[src/sv/blpa_pkg.sv]
// blpa_pkg: shared constants and types for the button long-press / auto-repeat block
// no dependencies; imported by button_long_press_autorepeat_top
package blpa_pkg;

  localparam int IN_TDATA_W   = 24;
  localparam int OUT_TDATA_W  = 8;
  localparam int CFG_ADDR_W   = 4;
  localparam int CFG_DATA_W   = 32;
  localparam int MS_W         = 16;
  localparam int CD_W         = 18;

  localparam logic [MS_W-1:0] LONG_PRESS_RST = 16'd1000;
  localparam logic [MS_W-1:0] REPEAT_RST     = 16'd500;
  localparam logic [MS_W-1:0] ACCEL_RST      = 16'd10;
  localparam logic [MS_W-1:0] COUNT_MAX      = 16'hffff;

  typedef enum logic [1:0] {
    REG_INVERT     = 2'd0,
    REG_LONG_PRESS = 2'd1,
    REG_REPEAT     = 2'd2,
    REG_ACCEL      = 2'd3
  } reg_idx_t;

  typedef struct packed {
    logic in_long_press;
    logic held_now;
    logic long_press_event;
    logic release_event;
    logic press_event;
  } result_t;

endpackage

[src/sv/button_long_press_autorepeat_top.sv]
// button_long_press_autorepeat_top: long-press detection with accelerating auto-repeat
// depends on blpa_pkg
//
//  channel | dir | handshake            | contents
//  in_     | in  | tvalid/tready        | one tick: raw level and elapsed ms
//  out_    | out | tvalid/tready        | one result item per tick: event flags
//  cfg_    | in  | apb, pready always 1 | four registers at 0x0, 0x4, 0x8, 0xc
//
// one item per cycle sustained while out_ is not stalled; an accepted item reaches out_tvalid
// through the input register at the accepting edge, then the state update and result register
// the state loop holds a compare, two subtracts and one 16x16 multiply for the
// repeat interval, all between the two registers
// rst_n is synchronous active low; it restores register defaults and the state
// a stall on out_ backs up into the input register, then drops in_tready
module button_long_press_autorepeat_top (
  input  logic                                clk,
  input  logic                                rst_n,
  // in_tdata: [0] raw_level, [16:1] elapsed_ms, [23:17] zero
  input  logic                                in_tvalid,
  output logic                                in_tready,
  input  logic [blpa_pkg::IN_TDATA_W-1:0]     in_tdata,
  // out_tdata: [0] press_event, [1] release_event, [2] long_press_event,
  //            [3] held_now, [4] in_long_press, [7:5] zero
  output logic                                out_tvalid,
  input  logic                                out_tready,
  output logic [blpa_pkg::OUT_TDATA_W-1:0]    out_tdata,
  input  logic                                cfg_psel,
  input  logic                                cfg_penable,
  input  logic                                cfg_pwrite,
  input  logic [blpa_pkg::CFG_ADDR_W-1:0]     cfg_paddr,
  input  logic [blpa_pkg::CFG_DATA_W-1:0]     cfg_pwdata,
  output logic [blpa_pkg::CFG_DATA_W-1:0]     cfg_prdata,
  output logic                                cfg_pready
);
  import blpa_pkg::*;

  // configuration registers
  logic            invert_r;
  logic [MS_W-1:0] long_press_r;
  logic [MS_W-1:0] repeat_r;
  logic [MS_W-1:0] accel_r;

  // tick state
  logic                   was_down_r;
  logic                   long_active_r;
  logic signed [CD_W-1:0] countdown_r;
  logic [MS_W-1:0]        repeat_count_r;

  // pipeline registers
  logic            s1_valid_r;
  logic            s1_level_r;
  logic [MS_W-1:0] s1_elapsed_r;
  logic            out_valid_r;
  result_t         res_r;

  logic     cfg_wr;
  reg_idx_t cfg_idx;
  logic     advance;

  assign cfg_pready = 1'b1;
  assign cfg_wr     = cfg_psel & cfg_penable & cfg_pwrite & cfg_pready;
  assign cfg_idx    = reg_idx_t'(cfg_paddr[3:2]);

  always_comb begin
    case (cfg_idx)
      REG_INVERT:     cfg_prdata = {{(CFG_DATA_W-1){1'b0}}, invert_r};
      REG_LONG_PRESS: cfg_prdata = {{(CFG_DATA_W-MS_W){1'b0}}, long_press_r};
      REG_REPEAT:     cfg_prdata = {{(CFG_DATA_W-MS_W){1'b0}}, repeat_r};
      REG_ACCEL:      cfg_prdata = {{(CFG_DATA_W-MS_W){1'b0}}, accel_r};
      default:        cfg_prdata = '0;
    endcase
  end

  always_ff @(posedge clk) begin
    if (!rst_n) begin
      invert_r     <= 1'b0;
      long_press_r <= LONG_PRESS_RST;
      repeat_r     <= REPEAT_RST;
      accel_r      <= ACCEL_RST;
    end else if (cfg_wr) begin
      case (cfg_idx)
        REG_INVERT:     invert_r     <= cfg_pwdata[0];
        REG_LONG_PRESS: long_press_r <= cfg_pwdata[MS_W-1:0];
        REG_REPEAT:     repeat_r     <= cfg_pwdata[MS_W-1:0];
        REG_ACCEL:      accel_r      <= cfg_pwdata[MS_W-1:0];
        default: ;
      endcase
    end
  end

  // the result register frees up when empty or being taken
  assign advance   = !out_valid_r || out_tready;
  assign in_tready = !s1_valid_r || advance;

  // state update for the item in the input register
  logic                   level;
  logic signed [CD_W-1:0] cd_diff;
  logic                   fire;
  logic [MS_W-1:0]        count_inc;
  logic [2*MS_W-1:0]      accel_prod;
  logic [MS_W-1:0]        interval;
  logic                   was_down_nxt;
  logic                   long_active_nxt;
  logic signed [CD_W-1:0] countdown_nxt;
  logic [MS_W-1:0]        repeat_count_nxt;
  result_t                res_nxt;

  always_comb begin
    level     = s1_level_r ^ invert_r;
    cd_diff   = countdown_r - $signed({2'b00, s1_elapsed_r});
    fire      = 1'b0;
    count_inc = (repeat_count_r != COUNT_MAX) ? repeat_count_r + 1'b1 : repeat_count_r;
    // interval uses the count after this repeat; below 1 clamps to 1
    accel_prod = count_inc * accel_r;
    interval   = (accel_prod < {{MS_W{1'b0}}, repeat_r})
                 ? repeat_r - accel_prod[MS_W-1:0] : {{(MS_W-1){1'b0}}, 1'b1};

    was_down_nxt     = level;
    long_active_nxt  = long_active_r;
    countdown_nxt    = countdown_r;
    repeat_count_nxt = repeat_count_r;
    res_nxt          = '0;

    if (level && !was_down_r) begin
      // press edge: countdown left as is on this tick
      res_nxt.press_event = 1'b1;
      repeat_count_nxt    = '0;
    end else if (!level && was_down_r) begin
      res_nxt.release_event = !long_active_r;
      long_active_nxt       = 1'b0;
      countdown_nxt         = $signed({2'b00, long_press_r});
    end else if (level) begin
      // countdown only runs while positive
      if (countdown_r > 0) begin
        countdown_nxt = cd_diff;
        fire          = (cd_diff <= 0);
      end
      if (fire) begin
        res_nxt.long_press_event = !long_active_r;
        long_active_nxt          = 1'b1;
        res_nxt.press_event      = 1'b1;
        repeat_count_nxt         = count_inc;
        countdown_nxt            = $signed({2'b00, interval});
      end
    end

    res_nxt.held_now      = level;
    res_nxt.in_long_press = long_active_nxt;
  end

  always_ff @(posedge clk) begin
    if (!rst_n) begin
      s1_valid_r     <= 1'b0;
      out_valid_r    <= 1'b0;
      was_down_r     <= 1'b0;
      long_active_r  <= 1'b0;
      countdown_r    <= $signed({2'b00, LONG_PRESS_RST});
      repeat_count_r <= '0;
    end else begin
      if (in_tready) begin
        s1_valid_r <= in_tvalid;
      end
      if (advance) begin
        out_valid_r <= s1_valid_r;
        if (s1_valid_r) begin
          was_down_r     <= was_down_nxt;
          long_active_r  <= long_active_nxt;
          countdown_r    <= countdown_nxt;
          repeat_count_r <= repeat_count_nxt;
        end
      end
    end
  end

  // payload registers
  always_ff @(posedge clk) begin
    if (in_tready && in_tvalid) begin
      s1_level_r   <= in_tdata[0];
      s1_elapsed_r <= in_tdata[MS_W:1];
    end
    if (advance && s1_valid_r) begin
      res_r <= res_nxt;
    end
  end

  assign out_tvalid = out_valid_r;
  assign out_tdata  = {{(OUT_TDATA_W-$bits(result_t)){1'b0}}, res_r};

`ifndef SYNTHESIS
  a_press_release_excl: assert property (@(posedge clk) disable iff (!rst_n)
    out_tvalid |-> !(res_r.press_event && res_r.release_event))
    else $error("press and release reported in one item");
  a_long_implies_active: assert property (@(posedge clk) disable iff (!rst_n)
    out_tvalid && res_r.long_press_event |-> res_r.in_long_press && res_r.press_event)
    else $error("long press without press or long state");
  a_release_not_held: assert property (@(posedge clk) disable iff (!rst_n)
    out_tvalid && res_r.release_event |-> !res_r.held_now && !res_r.in_long_press)
    else $error("release reported while held");
  a_state_matches_out: assert property (@(posedge clk) disable iff (!rst_n)
    out_tvalid |-> res_r.held_now == was_down_r && res_r.in_long_press == long_active_r)
    else $error("result register out of step with state");
`endif

endmodule
[config.mk]
export PLATFORM = sky130hd
export DESIGN_NAME = button_long_press_autorepeat_top
export DESIGN_NICKNAME = d
export VERILOG_FILES = /design/src/sv/blpa_pkg.sv /design/src/sv/button_long_press_autorepeat_top.sv
export SDC_FILE = /design/constraint.sdc
export NUM_CORES = 1
export LEC_CHECK = 0
export ABC_AREA = 1
export BUFFER_PORTS_ARGS = -buffer_cell sky130_fd_sc_hd__buf_4
export CAP_MARGIN = 30
export CORE_UTILIZATION = 55
export CTS_CLUSTER_SIZE = 24
export DETAILED_ROUTE_END_ITERATION = 10
export GPL_TIMING_DRIVEN = 0
export PLACE_DENSITY = 0.73
export SLEW_MARGIN = 20
export SYNTH_ARGS = -nofsm -noshare
export SYNTH_HDL_FRONTEND = slang
export SYNTH_SLANG_ARGS = --single-unit
[constraint.sdc]
create_clock -name clk -period 18.4 [get_ports clk]
set_input_delay 0.92 -clock clk [delete_from_list [all_inputs] [get_ports clk]]
set_output_delay 0.92 -clock clk [all_outputs]
set_load 0.05 [all_outputs]
==> results.cfg, run 1 <==
[run_status]
status = finished, final reports clean

[clock_tree]
postCtsHoldBufs = 0
cts_sinks = 109
cts_max_path_buffers = 2
clk_pin_slew_ns = 0.08
cts_setup_buffers = 0
post_cts_resized = 0
htreeDepth = 3
clock_latency_ns = 0.36
cts_tree = built
cts_made_buffers = 9
root_buffer = clkbuf_16

[placed_design]
placed_cell_area_mm2 = 0.0176
io_buffer_count = 64
gp_congestion = 0.999
dp_slack_ns = 9.24
dp_hpwl_um = 42400

[setup_path]
rr_startpoint = repeat_count_r[0]
r2r_setup_slack_ns = 8.99
crit_path_start = repeat_count_r[0]
crit_top_cell = nand2_1
cp.arrival_ns = 9.69
cp_top_family = adder cells
slowest_delay_ns = 0.62
crit_type = register to register
reg2regPathDepth = 43
required_ns = 18.68
end_kind = register
critPathMaxFanout = 10
crit_slowest_cell = o21ai_1
cp-start-kind = register
path_depth = 43
crit_buf_inv = 10
r2r-end = countdown_r[1]

[final_layout]
layout_common_cells = nand2_1, inv_1, nor2_1, fa_1, ha_1
area_growth_pct = 8.20
fillCellCount = 2853
mostFrequentLayoutCell = nand2_1
final_core_util = 0.605
diodes = 0
nNetsFinal = 2847
stdcell_area_mm2 = 0.0179
drive_above_1_share = 0.0793

[logic_synthesis]
synth_cell_types = 45
postSynthCellCount = 2334
netlist_area_mm2 = 0.0165
syn_area_per_cell_um2 = 7.08
synth_seq_cells = 109
synth_top_area_share = 0.238
seq_area_frac_synth = 0.145
synth_area_leaders = fa_1, nand2_1, ha_1, inv_1, dfxtp_1
yosys.area.top_type = fa_1
yosys_warnings = 0

[timing]
hold_violations = 0
final.setup_skew_ns = 0.0129
fin_hold_ws_ns = 0.470
period_minus_slack_ns = 9.41
rsz0062_at_grt = no
setup_tns_ns = 0
fin_ws_ns = 8.99
worst_pin_slew_ns = 0.979
max_freq_mhz = 106
finalCritPeriodShare = 0.511
worst_slew_margin_rel = 0.345
setup_viol = 0
drv_slew = 0

[grt]
grt_max_degree = 19
top_usage_layer = met2
grt-ovfl-total = 0
grtUsageMet1 = 0.463
use_met2 = 0.519
grt_usage = 0.334
grt_pass1_wl_um = 78700
met3_usage = 0.0600
antenna_found_initial = 0
grt_pass1_vias = 14700

[drt]
wire_per_inst_um = 17.7
dr_total_vias = 15200
post_drt_via_cell_ratio = 5.38
drc = 0
ant_nets = 0
dr.pass1.iters = 6
dr.first_iter.drc_count = 1482
finalWirelength_um = 50000

[die]
die_h_um = 175
rows = 63
die_w_um = 175
core_mm2 = 0.0296
ios = 110
fp.dieArea_mm2 = 0.0307
start_util = 0.559

[worst_hold_path]
hold_class = register to register
hold_depth = 2
hp-start = countdown_r[17]
hold_end = countdown_r[17]

[job]
maxCapViolCount = 0

[power_and_ir_drop]
leakage_uw = 0.00948
p_per_area_mw_per_mm2 = 35.3
ir_drop_uv = 60.4
==> power breakdown <==
part	internal, uW	switching (uW)
registers	252	5.23
logic	53.6	117
clock network	105	97.7
total	410	220
==> registers in the layout, indices dropped and copies added (netlist names) <==
register and count:
s1_elapsed_r 16, out_tdata 5, repeat_r 16, s1_level_r 1, invert_r 1, was_down_r 1, accel_r 16, repeat_count_r 16
long_active_r 1, countdown_r 18, s1_valid_r 1, long_press_r 16, out_tvalid 1
==> logic make-up (layout without fill, tap and decap cells) <==
| family | count (synthesis) | after routing | share of synthesized area |
|---|---|---|---|
| and+or+nand+nor | 1022 | 1022 | 0.256 |
| other | 2 | 20 | 0.000455 |
| AOI/OAI and AO/OA | 238 | 238 | 0.0857 |
| xor gates and xnor gates | 39 | 39 | 0.0207 |
| adders and majority gates | 351 | 351 | 0.355 |
| buffers and inverters | 573 | 655 | 0.136 |
| DFF | 109 | 109 | 0.145 |
==> how the worst max path moves through the flow <==
| stage | end | slack, ns |
|---|---|---|
| global route | countdown_r[2] | 8.65 |
| CTS | countdown_r[4] | 9.14 |
| detailed placement | countdown_r[4] | 9.24 |
| finish | countdown_r[1] | 8.99 |
| global placement | countdown_r[1] | 9.23 |
| floorplan | countdown_r[2] | 11.11 |
==> metal layers <==
layer | vias up | part of all wire
li1 | 7265 | -
met1 | 7181 | 0.43
met2 | 633 | 0.44
met3 | 124 | 0.086
met4 | 0 | 0.040
met5 | - | 0
==> final cells by class <==
type | instances | area [um^2] | share of cell area
clock inverter | 5 | 41.3 | 0.00231
buffer | 79 | 398 | 0.0223
inverter | 494 | 1850 | 0.104
multi-input combinational | 1670 | 11900 | 0.668
tap | 390 | 488 | 0.0273
timing repair buffer | 66 | 493 | 0.0276
clock buffer | 11 | 264 | 0.0148
sequential | 109 | 2400 | 0.134
==> through the flow <==
stage | instances | total power [uW]
3_3_place_gp | 2806 | 426
4_1_cts | 2823 | 630
6_report | 2824 | 630
2_1_floorplan | 2352 | 378
3_5_place_dp | 2807 | 428
5_1_grt | 2824 | 659
==> Yosys cell counts (all sizes together) <==
| library cell | instances |
|---|---|
| a211oi | 2 |
| a21boi | 2 |
| a21o | 3 |
| a21oi | 133 |
| a31oi | 1 |
| and2 | 6 |
| buf | 30 |
| clkbuf | 49 |
| clkinv | 10 |
| conb | 2 |
| dfxtp | 87 |
| edfxtp | 22 |
| fa | 196 |
| ha | 155 |
| inv | 484 |
| nand2 | 628 |
| nand3 | 79 |
| nand3b | 8 |
| nand4 | 28 |
| nor2 | 255 |
| nor3 | 14 |
| nor4 | 4 |
| o211ai | 11 |
| o21a | 1 |
| o21ai | 63 |
| o21bai | 4 |
| o221ai | 15 |
| o22ai | 1 |
| o31ai | 2 |
| xnor2 | 12 |
| xor2 | 27 |
==> worst register-to-register path, delay by kind of cell, from the launching register on <==
family	cells	cell delay, ns
xor+xnor	1	0.22
simple gates	20	2.45
buf+inv	10	1.13
fa+ha+maj	9	3.91
flops	1	0.45
compound gates	3	1.15
(Power assumes the default switching activity.)
==> inputs of run 2 (changes only) <==
ABC_AREA = 0   (was 1)
PLACE_DENSITY = 0.77   (was 0.73)
clock period = 8.1 ns   (was 18.4 ns; I/O delays follow)
==> results.cfg, run 2 <==
[die]
ios = 110
start_util = 0.564
die_w_um = 172
rows = 61
fp.dieArea_mm2 = 0.0295
die_h_um = 172
core_mm2 = 0.0281

[placed_design]
place_inst = 2370
io_buffer_count = 63
placed_cell_area_mm2 = 0.0171
dp_hpwl_um = 37400
dp_slack_ns = -1.75
gp_congestion = 0.961

[clock_tree]
cts_max_path_buffers = 2
clk_pin_slew_ns = 0.08
root_buffer = clkbuf_16
cts_made_buffers = 9
clock_latency_ns = 0.37
cts_tree = built
cts_sinks = 109
htreeDepth = 3

[drt]
finalWirelength_um = 49300
dr.first_iter.drc_count = 1676
drc = 0
post_drt_via_cell_ratio = 5.86
wire_per_inst_um = 20.2
ant_nets = 0
dr_total_vias = 14300
dr.pass1.iters = 5

[power_and_ir_drop]
power.total_uw = 1440
ir_drop_uv = 121
leakage_uw = 0.00869
p_per_area_mw_per_mm2 = 78.4

[setup_path]
cp-start-kind = register
required_ns = 8.40
critPathMaxFanout = 7
crit_slowest_cell = fa_1
slowest_delay_ns = 0.66
cp.arrival_ns = 9.57
crit_top_cell = fa_1
crit_type = register to register
end_kind = register

[logic_synthesis]
synth_seq_cells = 109
synth_area_leaders = fa_1, ha_1, dfxtp_1, nand2_1, inv_1
yosys_warnings = 0
syn_area_per_cell_um2 = 8.30
synthArstFlopShare = 0
synth_top_area_share = 0.248
seq_area_frac_synth = 0.152
synth_cell_types = 90
synth-edff-count = 22
postSynthCellCount = 1910
ys_top_cells_by_count = nand2_1, inv_1, fa_1
yosys.area.top_type = fa_1
synth_ff_type = dfxtp_1
yosysMostFrequentCell = nand2_1
netlist_area_mm2 = 0.0159

[grt]
grt_pass1_vias = 14300
antenna_found_initial = 0
grt_usage = 0.341
grt-ovfl-total = 0
grt_pass1_wl_um = 76300
grt_max_degree = 20

[timing]
fin_ws_ns = -1.17
drv_slew = 0
rsz0062_at_grt = yes
period_minus_slack_ns = 9.27
setup_viol = 16
finalCritPeriodShare = 1.14
max_freq_mhz = 108
final.setup_skew_ns = 0.00887
setup_tns_ns = -17.28
hold_violations = 0
worst_slew_margin_rel = 0.467
worst_pin_slew_ns = 0.789

[final_layout]
mostFrequentLayoutCell = nand2_1
area_growth_pct = 16.3
drive_above_1_share = 0.143
stdcell_area_mm2 = 0.0184
nNetsFinal = 2471
final_cells = 2437
layout_common_cells = nand2_1, inv_1, fa_1, ha_1, buf_4
largest_reg_flops = 18
largest-register = countdown_r

[worst_hold_path]
hold_class = primary input to register

[run_status]
status = finished, violations left
violations = negative setup slack

[job]
maxCapViolCount = 0
==> run 2: power by group <==
group          internal (uW)  leakage (uW)  switching, uW
Combinational            131       0.00761            221
Sequential               568      0.000924           12.8
Clock                    277      0.000159            235
==> run 2: path summary, 6_finish.rpt <==
check	slack, ns	start	cells after the start	end
worst max-delay path	-1.17	repeat_count_r[7]	35	countdown_r[2]
worst min-delay path	0.21	in_tdata[2]	1	s1_elapsed_r[1]
worst max register to register	-1.17	repeat_count_r[7]	35	countdown_r[2]
worst min register to register	0.44	countdown_r[17]	2	countdown_r[17]
==> run 2: final cells by class <==
cell class              count  area, um^2
well taps                 378         473
flip-flops and latches    109        2420
fillers                  2320        9650
plain buffers             113         667
inverters                 285        1070
multi-input cells        1419       12500
repair buffers            116         942
clock buffers               9         225
clock inverters             7         110
diodes                      1        2.50
==> run 2: cells by family (layout without fill, tap and decap cells) <==
kind of cell	Yosys count	count (layout)	share of synthesized area
xor gates and xnor gates	50	50	0.0276
buffers and inverters	400	530	0.102
adders and majority gates	351	351	0.370
DFF	109	109	0.152
AOI/OAI and AO/OA	343	343	0.149
muxes	7	7	0.00545
and+or+nand+nor	648	648	0.194
other	2	21	0.000474
==> run 2: what timing repair did <==
action                                  4_1_cts  5_1_grt
hold buffers                                  0        0
buffers inserted                             35       15
gates resized for setup                      65       68
cloned                                        2        0
pin swaps                                    22       27
endpoints found under the setup margin       16       16
==> run 2: worst max-delay path: cells and delay by family, from the launching register on <==
kind / cells / cell delay, ns
fa+ha+maj: 8 / 3.82
buf+inv: 7 / 0.96
xor+xnor: 2 / 0.38
compound gates: 7 / 1.35
simple gates: 11 / 2.34
flops: 1 / 0.36
==> run 2: stage by stage <==
step | util | hold slack (ns)
2_1_floorplan | - | 0.415
4_1_cts | 0.643 | 0.204
6_report | 0.656 | 0.206
5_1_grt | 0.656 | 0.193
3_5_place_dp | 0.610 | 0.432
3_3_place_gp | 0.609 | 0.427
==> run 2: per-layer routing <==
layer,routed length (um),vias up,GRT usage
met5,0,-,0
met4,2500,0,0.160
met3,4320,156,0.0704
met2,23400,736,0.571
met1,19000,6887,0.420
li1,-,6504,-
